--- src/rqbi_pkg.sv ---
// ----------------------------------------------------------------------------
// rqbi_pkg
// Shared types and constants for the ray versus quadratic Bezier intersector.
// ----------------------------------------------------------------------------
package rqbi_pkg;

    localparam int FIELD_W     = 36;
    localparam int A_W         = 38;   // a = y0 - 2*y1 + y2
    localparam int UA_W        = 37;   // |a|
    localparam int B_W         = 38;   // b = 2*(y1 - y0)
    localparam int UB_W        = 37;   // |b|
    localparam int C_W         = 37;   // c = y0 - ray_y
    localparam int UC_W        = 36;   // |c|
    localparam int MB_W        = 38;   // -b with the sign of a folded in
    localparam int HALF_W      = 19;   // split point of the partial products
    localparam int B2_W        = 74;
    localparam int P_W         = 75;
    localparam int D_W         = 76;
    localparam int SQRT_EXTRA  = 16;
    localparam int S_W         = 54;   // floor(sqrt(D * 2^32))
    localparam int REM_W       = 57;
    localparam int T_FRAC      = 24;
    localparam int T_W         = T_FRAC + 1;
    localparam int DEG_EPS_W   = 21;
    localparam int TAN_EPS_W   = 25;
    localparam int CFG_W       = 25;
    localparam int DEN_W       = 54;
    localparam int SPAN_W      = 56;   // m - s and m + s, signed
    localparam int DIV_R_W     = DEN_W + 1;
    localparam int TPROD_W     = 62;
    localparam int TAN_SHIFT   = T_FRAC - SQRT_EXTRA - 1;
    localparam int MID_DEPTH   = 4;
    localparam int OUT_DEPTH   = 2;

    localparam logic [DEG_EPS_W-1:0] DEG_EPS_RESET = DEG_EPS_W'(10);
    localparam logic [TAN_EPS_W-1:0] TAN_EPS_RESET = '0;
    localparam logic [T_W-1:0]       T_ONE         = T_W'(1) << T_FRAC;

    typedef enum logic [2:0] {
        KIND_NONE     = 3'd0,
        KIND_ONE      = 3'd1,
        KIND_TWO      = 3'd2,
        KIND_TANGENT  = 3'd3,
        KIND_PARALLEL = 3'd4
    } kind_t;

    typedef enum logic [1:0] {
        CLS_FIXED  = 2'd0,
        CLS_LINEAR = 2'd1,
        CLS_QUAD   = 2'd2
    } cls_t;

    typedef enum logic [0:0] {
        REG_DEGENERATE_EPS = 1'b0,
        REG_TANGENT_EPS    = 1'b1
    } reg_index_t;

    // Classified item handed from the front to the back. For the linear case
    // ua holds |b| and mb holds |c|.
    typedef struct packed {
        cls_t                    cls;
        kind_t                   fixed_kind;
        logic [UA_W-1:0]         ua;
        logic [MB_W-1:0]         mb;
        logic [S_W-1:0]          s;
    } front_item_t;

    typedef struct packed {
        kind_t           kind;
        logic [1:0]      count;
        logic [T_W-1:0]  lower_t;
        logic [T_W-1:0]  upper_t;
    } result_t;

endpackage

--- src/rqbi_fifo.sv ---
// ----------------------------------------------------------------------------
// rqbi_fifo
// Small flop-based queue with push/full and pop/empty handshakes.
// ----------------------------------------------------------------------------
module rqbi_fifo #(
    parameter int WIDTH = 8,
    parameter int DEPTH = rqbi_pkg::MID_DEPTH
) (
    input  logic             clk,
    input  logic             rst_n,
    input  logic             push,
    input  logic [WIDTH-1:0] wr_data,
    output logic             full,
    input  logic             pop,
    output logic [WIDTH-1:0] rd_data,
    output logic             empty
);

    localparam int PTR_W = (DEPTH > 1) ? $clog2(DEPTH) : 1;
    localparam int CNT_W = $clog2(DEPTH + 1);

    logic [WIDTH-1:0] mem [0:DEPTH-1];
    logic [PTR_W-1:0] wr_ptr_reg, wr_ptr_next;
    logic [PTR_W-1:0] rd_ptr_reg, rd_ptr_next;
    logic [CNT_W-1:0] cnt_reg, cnt_next;
    logic             do_push, do_pop;

    assign full    = (cnt_reg == CNT_W'(DEPTH));
    assign empty   = (cnt_reg == '0);
    assign do_push = push && !full;
    assign do_pop  = pop && !empty;
    assign rd_data = mem[rd_ptr_reg];

    always_comb
    begin
        wr_ptr_next = wr_ptr_reg;
        rd_ptr_next = rd_ptr_reg;
        cnt_next    = cnt_reg;
        if (do_push)
        begin
            wr_ptr_next = (wr_ptr_reg == PTR_W'(DEPTH - 1)) ? '0 : wr_ptr_reg + 1'b1;
        end
        if (do_pop)
        begin
            rd_ptr_next = (rd_ptr_reg == PTR_W'(DEPTH - 1)) ? '0 : rd_ptr_reg + 1'b1;
        end
        if (do_push && !do_pop)
        begin
            cnt_next = cnt_reg + 1'b1;
        end
        else if (do_pop && !do_push)
        begin
            cnt_next = cnt_reg - 1'b1;
        end
    end

    always_ff @(posedge clk or negedge rst_n)
    begin
        if (!rst_n)
        begin
            wr_ptr_reg <= '0;
            rd_ptr_reg <= '0;
            cnt_reg    <= '0;
        end
        else
        begin
            wr_ptr_reg <= wr_ptr_next;
            rd_ptr_reg <= rd_ptr_next;
            cnt_reg    <= cnt_next;
        end
    end

    always_ff @(posedge clk)
    begin
        if (do_push)
        begin
            mem[wr_ptr_reg] <= wr_data;
        end
    end

    a_cnt_bound: assert property (@(posedge clk) disable iff (!rst_n)
        cnt_reg <= CNT_W'(DEPTH))
        else $error("queue occupancy beyond its depth");

endmodule

--- config.mk ---
export PLATFORM = sky130hd
export DESIGN_NAME = rqbi_fifo
export DESIGN_NICKNAME = d
export VERILOG_FILES = /design/src/rqbi_pkg.sv /design/src/rqbi_fifo.sv
export SDC_FILE = /design/constraint.sdc
export NUM_CORES = 1
export LEC_CHECK = 0
export BUFFER_PORTS_ARGS = -buffer_cell sky130_fd_sc_hd__buf_2
export CAP_MARGIN = 5
export CORE_MARGIN = 1.5
export CORE_UTILIZATION = 23
export DETAILED_ROUTE_END_ITERATION = 8
export PLACE_DENSITY_LB_ADDON = 0.2
export SLEW_MARGIN = 0
export SYNTH_ARGS = -nofsm -noshare
export SYNTH_HDL_FRONTEND = slang
export SYNTH_SLANG_ARGS = --single-unit
--- constraint.sdc ---
create_clock -name clk -period 2.47 [get_ports clk]
set_input_delay 0.494 -clock clk [delete_from_list [all_inputs] [get_ports clk]]
set_output_delay 0.494 -clock clk [all_outputs]
set_load 0.005 [all_outputs]
==> impl_metrics.toml, run 1 <==
[route]
drt_wl_total_um = 2640
drc = 0
ant_nets = 0
num_vias = 754
drt_first_pass_iters = 2
wire_per_inst_um = 13.1
dr.first_iter.drc_count = 9
via_per_inst = 3.75

[power]
power_density_nw_per_um2 = 1130
power_leakage_nw = 0.712
worst_ir_drop_vdd_mv = 0.371

[sta]
finalHoldViolCount = 0
hold-worst-slack_ps = 22.9
slew_viol_final = 0
tightest_slew_ps = 603
min_period_ps = 2240
slew_headroom = 0.598
rsz0062_at_grt = "no"
setup_tns_ps = 0
skew_ps = 7.90
fin_ws_ps = 233
post-route-period-util = 0.906
setup_violations = 0
max_freq_mhz = 447

[yosys]
synth.area.mux_share = 0.151
ys_types = 19
synth_top_family_by_area = "multiplexers"
synthAdderAreaFrac = 0.0587
yosysSeqAreaShare = 0.701
synth_compound_area_frac = 0
syn_area_per_cell_um2 = 20.5
syn_nets = 98
synth_xor_area_frac = 0.0162
ys_ff_latch = 39
synth-simple-area-share = 0.0541
yosysWarningCount = 0
syn_inst = 79
syn_area_um2 = 1620

[global_route]
grt_overflow = 0
grt_max_degree = 14
antenna_found_initial = 0
grt_pass1_wl_um = 4280
grt_pass1_vias = 827
gr-usage-all-layers = 0.0805

[floorplanning]
rows = 30
initial_utilization = 0.238
core_area_um2 = 6790
fp.dieArea_um2 = 7560
ios = 22
die_h_um = 86.9
fp.dieW_um = 86.9

[critical_path]
cp.arrival_ps = 1740
required_ps = 1980
critPathMaxStageDelay_ps = 730
worstReg2RegStart = "cnt_reg[2]"
critPathKind = "flip-flop to output port"
cp_cell_sequence = "mux4_2 -> buf_2"
slowest_stage = "dfrtp_1"
path_max_fanout = 11
crit_path_start = "rd_ptr_reg[0]"
cp-end-kind = "output port"
startpoint_type = "flip-flop"

[clocking]
clk_latency_ps = 290
cts-root-buf = "clkbuf_8"
cts_max_level = 2
cts_buffer_depth = 2
tritoncts = "yes"
post_cts_buffers = 0
cts-buffers-inserted = 5
clk_pin_slew_ps = 80
cts_resized = 0
cts.sinks = 39
hold_buffers = 0

[run]
maxCapViolCount = 0

[place]
dp_hpwl_um = 1890
placed_cell_area_um2 = 1830
io_buffers = 21
post-place-ws_ps = 397
place.gp.congestion = 0.686

[cells_and_area]
area_delta_synth_final_pct = 19.6
antenna_cells = 0
fin_util = 0.285
layout.nets = 123
finalInstanceArea_um2 = 1940
multi_input_area_um2 = 453
drive_above_1_share = 0.467
largest_reg_flops = 32
nFillCells = 683
seq_area_um2 = 1140

[worst_hold_path]
hold_path_class = "input port to asynchronous set/reset pin"

[status]
status = "complete, no violations"
-- worst max-delay path: cells and delay by family (launching register included) --
kind     cells  cell delay, ps
flops        1             730
buf+inv      1             140
mux          1             580
-- final cells by class --
type | instances | area share
Sequential cell | 39 | 0.586
Multi-Input combinational cell | 34 | 0.234
Tap cell | 96 | 0.0620
Timing Repair Buffer | 21 | 0.0542
Clock buffer | 5 | 0.0355
Clock inverter | 3 | 0.0226
Inverter | 3 | 0.00581
-- cells in the mapped netlist --
master	n	area [um^2]
fa_1	1	20.0
dfrtp_1	7	175
nand2b_4	1	13.8
edfxtp_1	32	961
buf_6	1	11.3
nor2_1	3	11.3
buf_2	1	5.00
xnor2_1	1	8.76
ha_1	6	75.1
nor2b_2	1	8.76
and2_2	4	30.0
mux2_4	2	30.0
xor2_1	2	17.5
inv_1	3	11.3
nor3_1	1	5.00
mux2_2	3	33.8
nor3b_4	1	18.8
buf_1	1	3.75
mux4_2	8	180
-- cell families after synthesis --
family,Yosys count
flops,39
xor+xnor,3
simple gates,11
mux,13
buf+inv,6
fa+ha+maj,7
-- worst paths after layout --
kind,to,slack [ps],cells past startpoint
hold / removal,cnt_reg[2],20,1
min in group clk,mem[2][4],410,1
max in group asynchronous,wr_ptr_reg[0],2280,1
setup reg to reg,cnt_reg[2],410,8
setup / recovery,rd_data[6],230,2
hold reg to reg,cnt_reg[2],520,1
-- layout by cell type, fill, tap and decap left out, types with 2 or more instances in the layout --
cell type and n:
edfxtp_1 32, buf_2 21, mux4_2 8, dfrtp_1 7
ha_1 6, clkbuf_8 5, and2_2 4, inv_1 3
mux2_2 3, nor2_1 3, mux2_4 2, xor2_1 2
-- power by group --
| part | switching, mW | internal [mW] | leakage, nW |
|---|---|---|---|
| Combinational | 0.252 | 0.379 | 0.278 |
| Clock | 0.215 | 0.300 | 0.0581 |
| Sequential | 0.162 | 0.890 | 0.375 |
| Total | 0.629 | 1.57 | 0.712 |
-- metrics by stage --
step                      total power [mW]  instances
final                                 2.20        201
after global routing                  2.36        201
after CTS                             2.25        201
after detailed placement              1.73        193
after global placement                1.70        193
after floorplan                       1.50         79
-- metal layers --
| metal | up-vias | wire length, um | track usage |
|---|---|---|---|
| li1 | 349 | - | - |
| met1 | 380 | 1110 | 0.0876 |
| met2 | 20 | 1310 | 0.134 |
| met3 | 5 | 167 | 0.0379 |
| met4 | 0 | 47 | 0.0352 |
| met5 | - | 0 | 0 |
Note: power is estimated with default switching activity, not from simulation.
==> run 2: changes to the inputs <==
--- a/config.mk
+++ b/config.mk
@@ -11,6 +11,7 @@
 export CORE_UTILIZATION = 23
 export DETAILED_ROUTE_END_ITERATION = 8
 export PLACE_DENSITY_LB_ADDON = 0.2
+export REMOVE_ABC_BUFFERS = 1
 export SLEW_MARGIN = 0
 export SYNTH_ARGS = -nofsm -noshare
 export SYNTH_HDL_FRONTEND = slang
==> constraint.sdc (replaced) <==
create_clock -name clk -period 1.89 [get_ports clk]
set_input_delay 0.378 -clock clk [delete_from_list [all_inputs] [get_ports clk]]
set_output_delay 0.378 -clock clk [all_outputs]
set_load 0.005 [all_outputs]
==> run 2 against run 1 <==
Effect of this change: via count grew 7.8%; clock power grew 58%; non-clock buffer count is 14 higher; core utilization rose by 2.9 points; sequential power is 28% higher; critical path type unchanged; wire length rose by 17%; highest routed layer unchanged; power grew 53%; register-to-register slack got worse by 370 ps; flip-flop and latch count unchanged; clock-buffer cell count increased by 1.
==> impl_metrics.toml, run 2 (synthesis results as in run 1) <==
[clocking]
cts_max_level = 2
tritoncts = "yes"
clk_pin_slew_ps = 70
clk_latency_ps = 290
cts.sinks = 39
cts-root-buf = "clkbuf_8"
cts-buffers-inserted = 5
cts_buffer_depth = 2

[cells_and_area]
largest_reg_flops = 32
drive_above_1_share = 0.571
final_cell_mix = "edfxtp_1, buf_2, buf_4"
layout.nets = 137
antenna_cells = 0
area_delta_synth_final_pct = 31.7
finalInstanceArea_um2 = 2130
final_common_cell = "edfxtp_1"
fin_util = 0.314

[critical_path]
slowest_stage = "mux4_2"
cpLargestDelayFamily = "multiplexers"
critPathKind = "flip-flop to output port"
cp-end-kind = "output port"
required_ps = 1510
startpoint_type = "flip-flop"
worstRegToRegCells = 6
path_max_fanout = 3
worstReg2RegStart = "cnt_reg[0]"
critPathMaxStageDelay_ps = 520
crit_path_start = "rd_ptr_reg[0]"
timing.reg2reg.setup_slack_ps = 40
worstSetupEndpoint = "rd_data[5]"
cp_cell_sequence = "buf_6 -> mux4_2 -> buf_6"
cpMostUsedCell = "buf_6"
worstReg2RegEnd = "cnt_reg[1]"
path_depth = 3
cp.arrival_ps = 1490
cp_num_buf_inv = 2

[run]
maxCapViolCount = 0

[floorplanning]
die_h_um = 86.9
fp.dieArea_um2 = 7560
rows = 30
core_area_um2 = 6790
ios = 22
fp.dieW_um = 86.9
initial_utilization = 0.238

[worst_hold_path]
hold_path_class = "input port to flip-flop"
whs_path_depth = 1

[power]
p_switching_uw = 939
power_density_nw_per_um2 = 1580
p_int_mw = 2.43
pwr-share-seq = 0.399
swShare = 0.279
power_leakage_nw = 0.805
comb_power_share = 0.360
worst_ir_drop_vdd_mv = 0.668
p_clk_frac = 0.241

[sta]
slew_headroom = 0.818
setup_violations = 0
max_freq_mhz = 536
tightest_slew_ps = 273
rsz0062_at_grt = "yes"
post-route-period-util = 0.987
min_period_ps = 1870
slew_viol_final = 0
skew_ps = 9.67
finalHoldViolCount = 0

[route]
via_per_inst = 3.78
drt_wl_total_um = 3090
num_vias = 813
drt_first_pass_iters = 4
ant_nets = 0
wire_per_inst_um = 14.4
drc = 0
dr.first_iter.drc_count = 65

[place]
place.gp.congestion = 0.636
io_buffers = 21
placed_cell_area_um2 = 1880
dp_hpwl_um = 2010

[global_route]
antenna_found_initial = 0
grt_pass1_vias = 977
grt_pass1_wl_um = 4880
gr-usage-all-layers = 0.0928
grt_overflow = 0
grt_max_degree = 13

[status]
status = "complete, no violations"
run 2: area by class of cell:
cell class / count / area, um^2
Multi-Input combinational cell: 34 / 488
Inverter: 3 / 11.3
Clock inverter: 2 / 60.1
Fill cell: 666 / 4660
Timing Repair Buffer: 35 / 241
Clock buffer: 6 / 72.6
Sequential cell: 39 / 1140
Tap cell: 96 / 120
run 2: worst register-to-register path, cell delays in order (launching register included):
cell and delay, ps:
dfrtp_2 450, nor3b_4 290, nor2b_4 80, ha_4 170, inv_2 50, fa_2 430, mux2_4 280
run 2: routing by layer:
layer	track usage	wire (um)	vias up
met5	0	0	-
met4	0.0440	55	0
met3	0.0322	174	7
met2	0.165	1650	24
met1	0.0979	1210	407
li1	-	-	375
run 2: how the worst min path moves through the flow:
stage                          start       endpoint  slack (ps)
after global routing      wr_data[4]      mem[3][4]         300
after detailed placement       rst_n  wr_ptr_reg[1]         230
final                     wr_data[7]      mem[3][7]         300
after CTS                 wr_data[1]      mem[0][1]         290
after global placement         rst_n  wr_ptr_reg[1]         220
after floorplan                rst_n     cnt_reg[0]          80
run 2: per-stage QoR:
| stage | setup TNS, ps | hold WS, ps | total power [mW] | instances | setup WS, ps |
|---|---|---|---|---|---|
| after floorplan | -65.7 | 82.4 | 1.93 | 76 | -49.0 |
| after global placement | 0 | 223 | 2.34 | 199 | 50.6 |
| after detailed placement | -236 | 232 | 2.40 | 199 | -164 |
| after CTS | 0 | 292 | 3.35 | 215 | 5.62 |
| after global routing | -207 | 297 | 3.58 | 215 | -62.0 |
| final | 0 | 302 | 3.37 | 215 | 24.9 |
run 2: power by group through the flow:
stage          Combinational, mW  Clock (mW)  Sequential [mW]
5_1_grt                     1.35       0.863             1.37
3_5_place_dp                1.06           0             1.34
2_1_floorplan              0.599           0             1.33
6_report                    1.22       0.812             1.34
3_3_place_gp                1.02           0             1.32
4_1_cts                     1.18       0.831             1.33
run 2: timing repair:
action,4_1_cts,5_1_grt
endpoints found under the hold margin,7,0
setup endpoints to repair,3,10
resized for setup,6,8
hold buffers,1,0
setup buffers,7,1
pin swaps,3,4
==> run 3: changes to the inputs <==
--- a/config.mk
+++ b/config.mk
@@ -8,9 +8,9 @@
 export BUFFER_PORTS_ARGS = -buffer_cell sky130_fd_sc_hd__buf_2
 export CAP_MARGIN = 5
 export CORE_MARGIN = 1.5
-export CORE_UTILIZATION = 23
+export CORE_UTILIZATION = 50
 export DETAILED_ROUTE_END_ITERATION = 8
-export PLACE_DENSITY_LB_ADDON = 0.2
+export PLACE_DENSITY_LB_ADDON = 0.15
 export REMOVE_ABC_BUFFERS = 1
 export SLEW_MARGIN = 0
 export SYNTH_ARGS = -nofsm -noshare
==> constraint.sdc (replaced) <==
create_clock -name clk -period 1.7 [get_ports clk]
set_input_delay 0.34 -clock clk [delete_from_list [all_inputs] [get_ports clk]]
set_output_delay 0.34 -clock clk [all_outputs]
set_load 0.005 [all_outputs]
==> run 3 against run 2 <==
Effect of this change: the flow now finishes with violations (setup timing); die area decreased by 52%; cell area shrank 7.4%; clock power fell by 24%; hold slack worse by 100 ps; global-route usage grew 8.2 points; non-clock buffer count decreased by 1; combinational power up 4%; sequential power rose by 8%; largest power group unchanged.
==> impl_metrics.toml, run 3 (synthesis results as in run 1) <==
[critical_path]
worstReg2RegStart = "cnt_reg[0]"
timing.reg2reg.setup_slack_ps = -170
startpoint_type = "flip-flop"
worstRegToRegCells = 7
worstReg2RegEnd = "cnt_reg[1]"
required_ps = 1360
critPathKind = "flip-flop to output port"
cp-end-kind = "output port"
cp.arrival_ps = 1530
path_max_fanout = 7

[route]
ant_nets = 0
wl_met2_um = 1440
wl_met1_um = 1080
top_layer = "met4"
via_per_inst = 5.03
num_vias = 815
route.met3.wl_um = 109
drt_wl_total_um = 2680
drt_first_pass_iters = 4
drc = 0
wire_per_inst_um = 16.5
dr.first_iter.drc_count = 13

[clocking]
tritoncts = "yes"
clk_pin_slew_ps = 120
cts_buffer_depth = 2
clk_latency_ps = 340
cts-buffers-inserted = 5
cts-root-buf = "clkbuf_4"
cts.sinks = 39
cts_max_level = 2

[sta]
max_freq_mhz = 535
tightest_slew_ps = 236
setup_violations = 10
setup_tns_ps = -1430
fin_ws_ps = -168
min_period_ps = 1870
slew_headroom = 0.843
finalHoldViolCount = 0
post-route-period-util = 1.10
slew_viol_final = 0
hold-worst-slack_ps = 201
rsz0062_at_grt = "yes"
skew_ps = 10.5

[worst_hold_path]
whs_path_depth = 1
hold_start = "wr_data[0]"
hold_path_class = "input port to flip-flop"
hold_end = "mem[1][0]"

[power]
fin_total_pwr_mw = 3.34
power_leakage_nw = 0.768
worst_ir_drop_vdd_mv = 0.923
power_density_nw_per_um2 = 1690

[floorplanning]
fp.dieW_um = 59.9
fp.dieArea_um2 = 3590
ios = 22
core_area_um2 = 3080
initial_utilization = 0.526
rows = 20
die_h_um = 59.9

[status]
status = "finished, violations left"
failed_checks = "setup timing"

[place]
dpl.cell_count = 149
place.gp.congestion = 0.648
post-place-ws_ps = -203
placed_cell_area_um2 = 1820
io_buffers = 21
dp_hpwl_um = 1780

[cells_and_area]
layout.nets = 136
finalInstanceArea_um2 = 1970
nFillCells = 234
layoutNonFillerInstCount = 162
area_delta_synth_final_pct = 21.9
fin_util = 0.641
final_common_cell = "edfxtp_1"
largest_reg_flops = 32
drive_above_1_share = 0.559
final_cell_mix = "edfxtp_1, buf_2, buf_4"
antenna_cells = 0

[global_route]
grt_max_degree = 14
antenna_found_initial = 0
grt_pass1_vias = 879
gr-usage-all-layers = 0.175
grt_pass1_wl_um = 4170
grt_overflow = 0

[run]
maxCapViolCount = 0
run 3: worst max-delay path, cell delays in order (launching register included):
cell     delay [ps]
dfrtp_1         380
buf_6           160
mux4_2          510
buf_2           140
run 3: repair_timing:
action | 4_1_cts | 5_1_grt
hold endpoints to repair | 7 | 0
setup buffers | 2 | 2
pin swaps | 2 | 5
gates cloned | 0 | 0
endpoints found under the setup margin | 10 | 10
resized for setup | 5 | 4
hold buffers | 1 | 0
run 3: area by class of cell:
type | count | area, um^2 | area share
flip-flops and latches | 39 | 1140 | 0.576
clock inverters | 3 | 43.8 | 0.0222
inverters | 3 | 11.3 | 0.00570
multi-input cells | 34 | 477 | 0.241
clock buffers | 5 | 37.5 | 0.0190
repair buffers | 34 | 213 | 0.108
well taps | 44 | 55.1 | 0.0279
run 3: layer usage:
layer,vias up,track usage
met5,-,0
met2,21,0.314
met3,4,0.0584
li1,376,-
met4,0,0.0762
met1,414,0.186
run 3: worst max path at each step:
| stage | startpoint | to | slack [ps] | cells past startpoint |
|---|---|---|---|---|
| after detailed placement | cnt_reg[1] | cnt_reg[2] | -200 | 8 |
| after CTS | rd_ptr_reg[0] | rd_data[4] | -200 | 3 |
| after global routing | cnt_reg[0] | cnt_reg[2] | -260 | 8 |
| after global placement | cnt_reg[1] | cnt_reg[2] | -130 | 8 |
| after floorplan | cnt_reg[0] | cnt_reg[2] | -240 | 8 |
| final | rd_ptr_reg[0] | rd_data[4] | -170 | 3 |
run 3: power by group:
| part | internal, mW | switching (mW) |
|---|---|---|
| clock network | 0.310 | 0.309 |
| registers | 1.30 | 0.156 |
| logic | 0.756 | 0.510 |
| total | 2.36 | 0.975 |
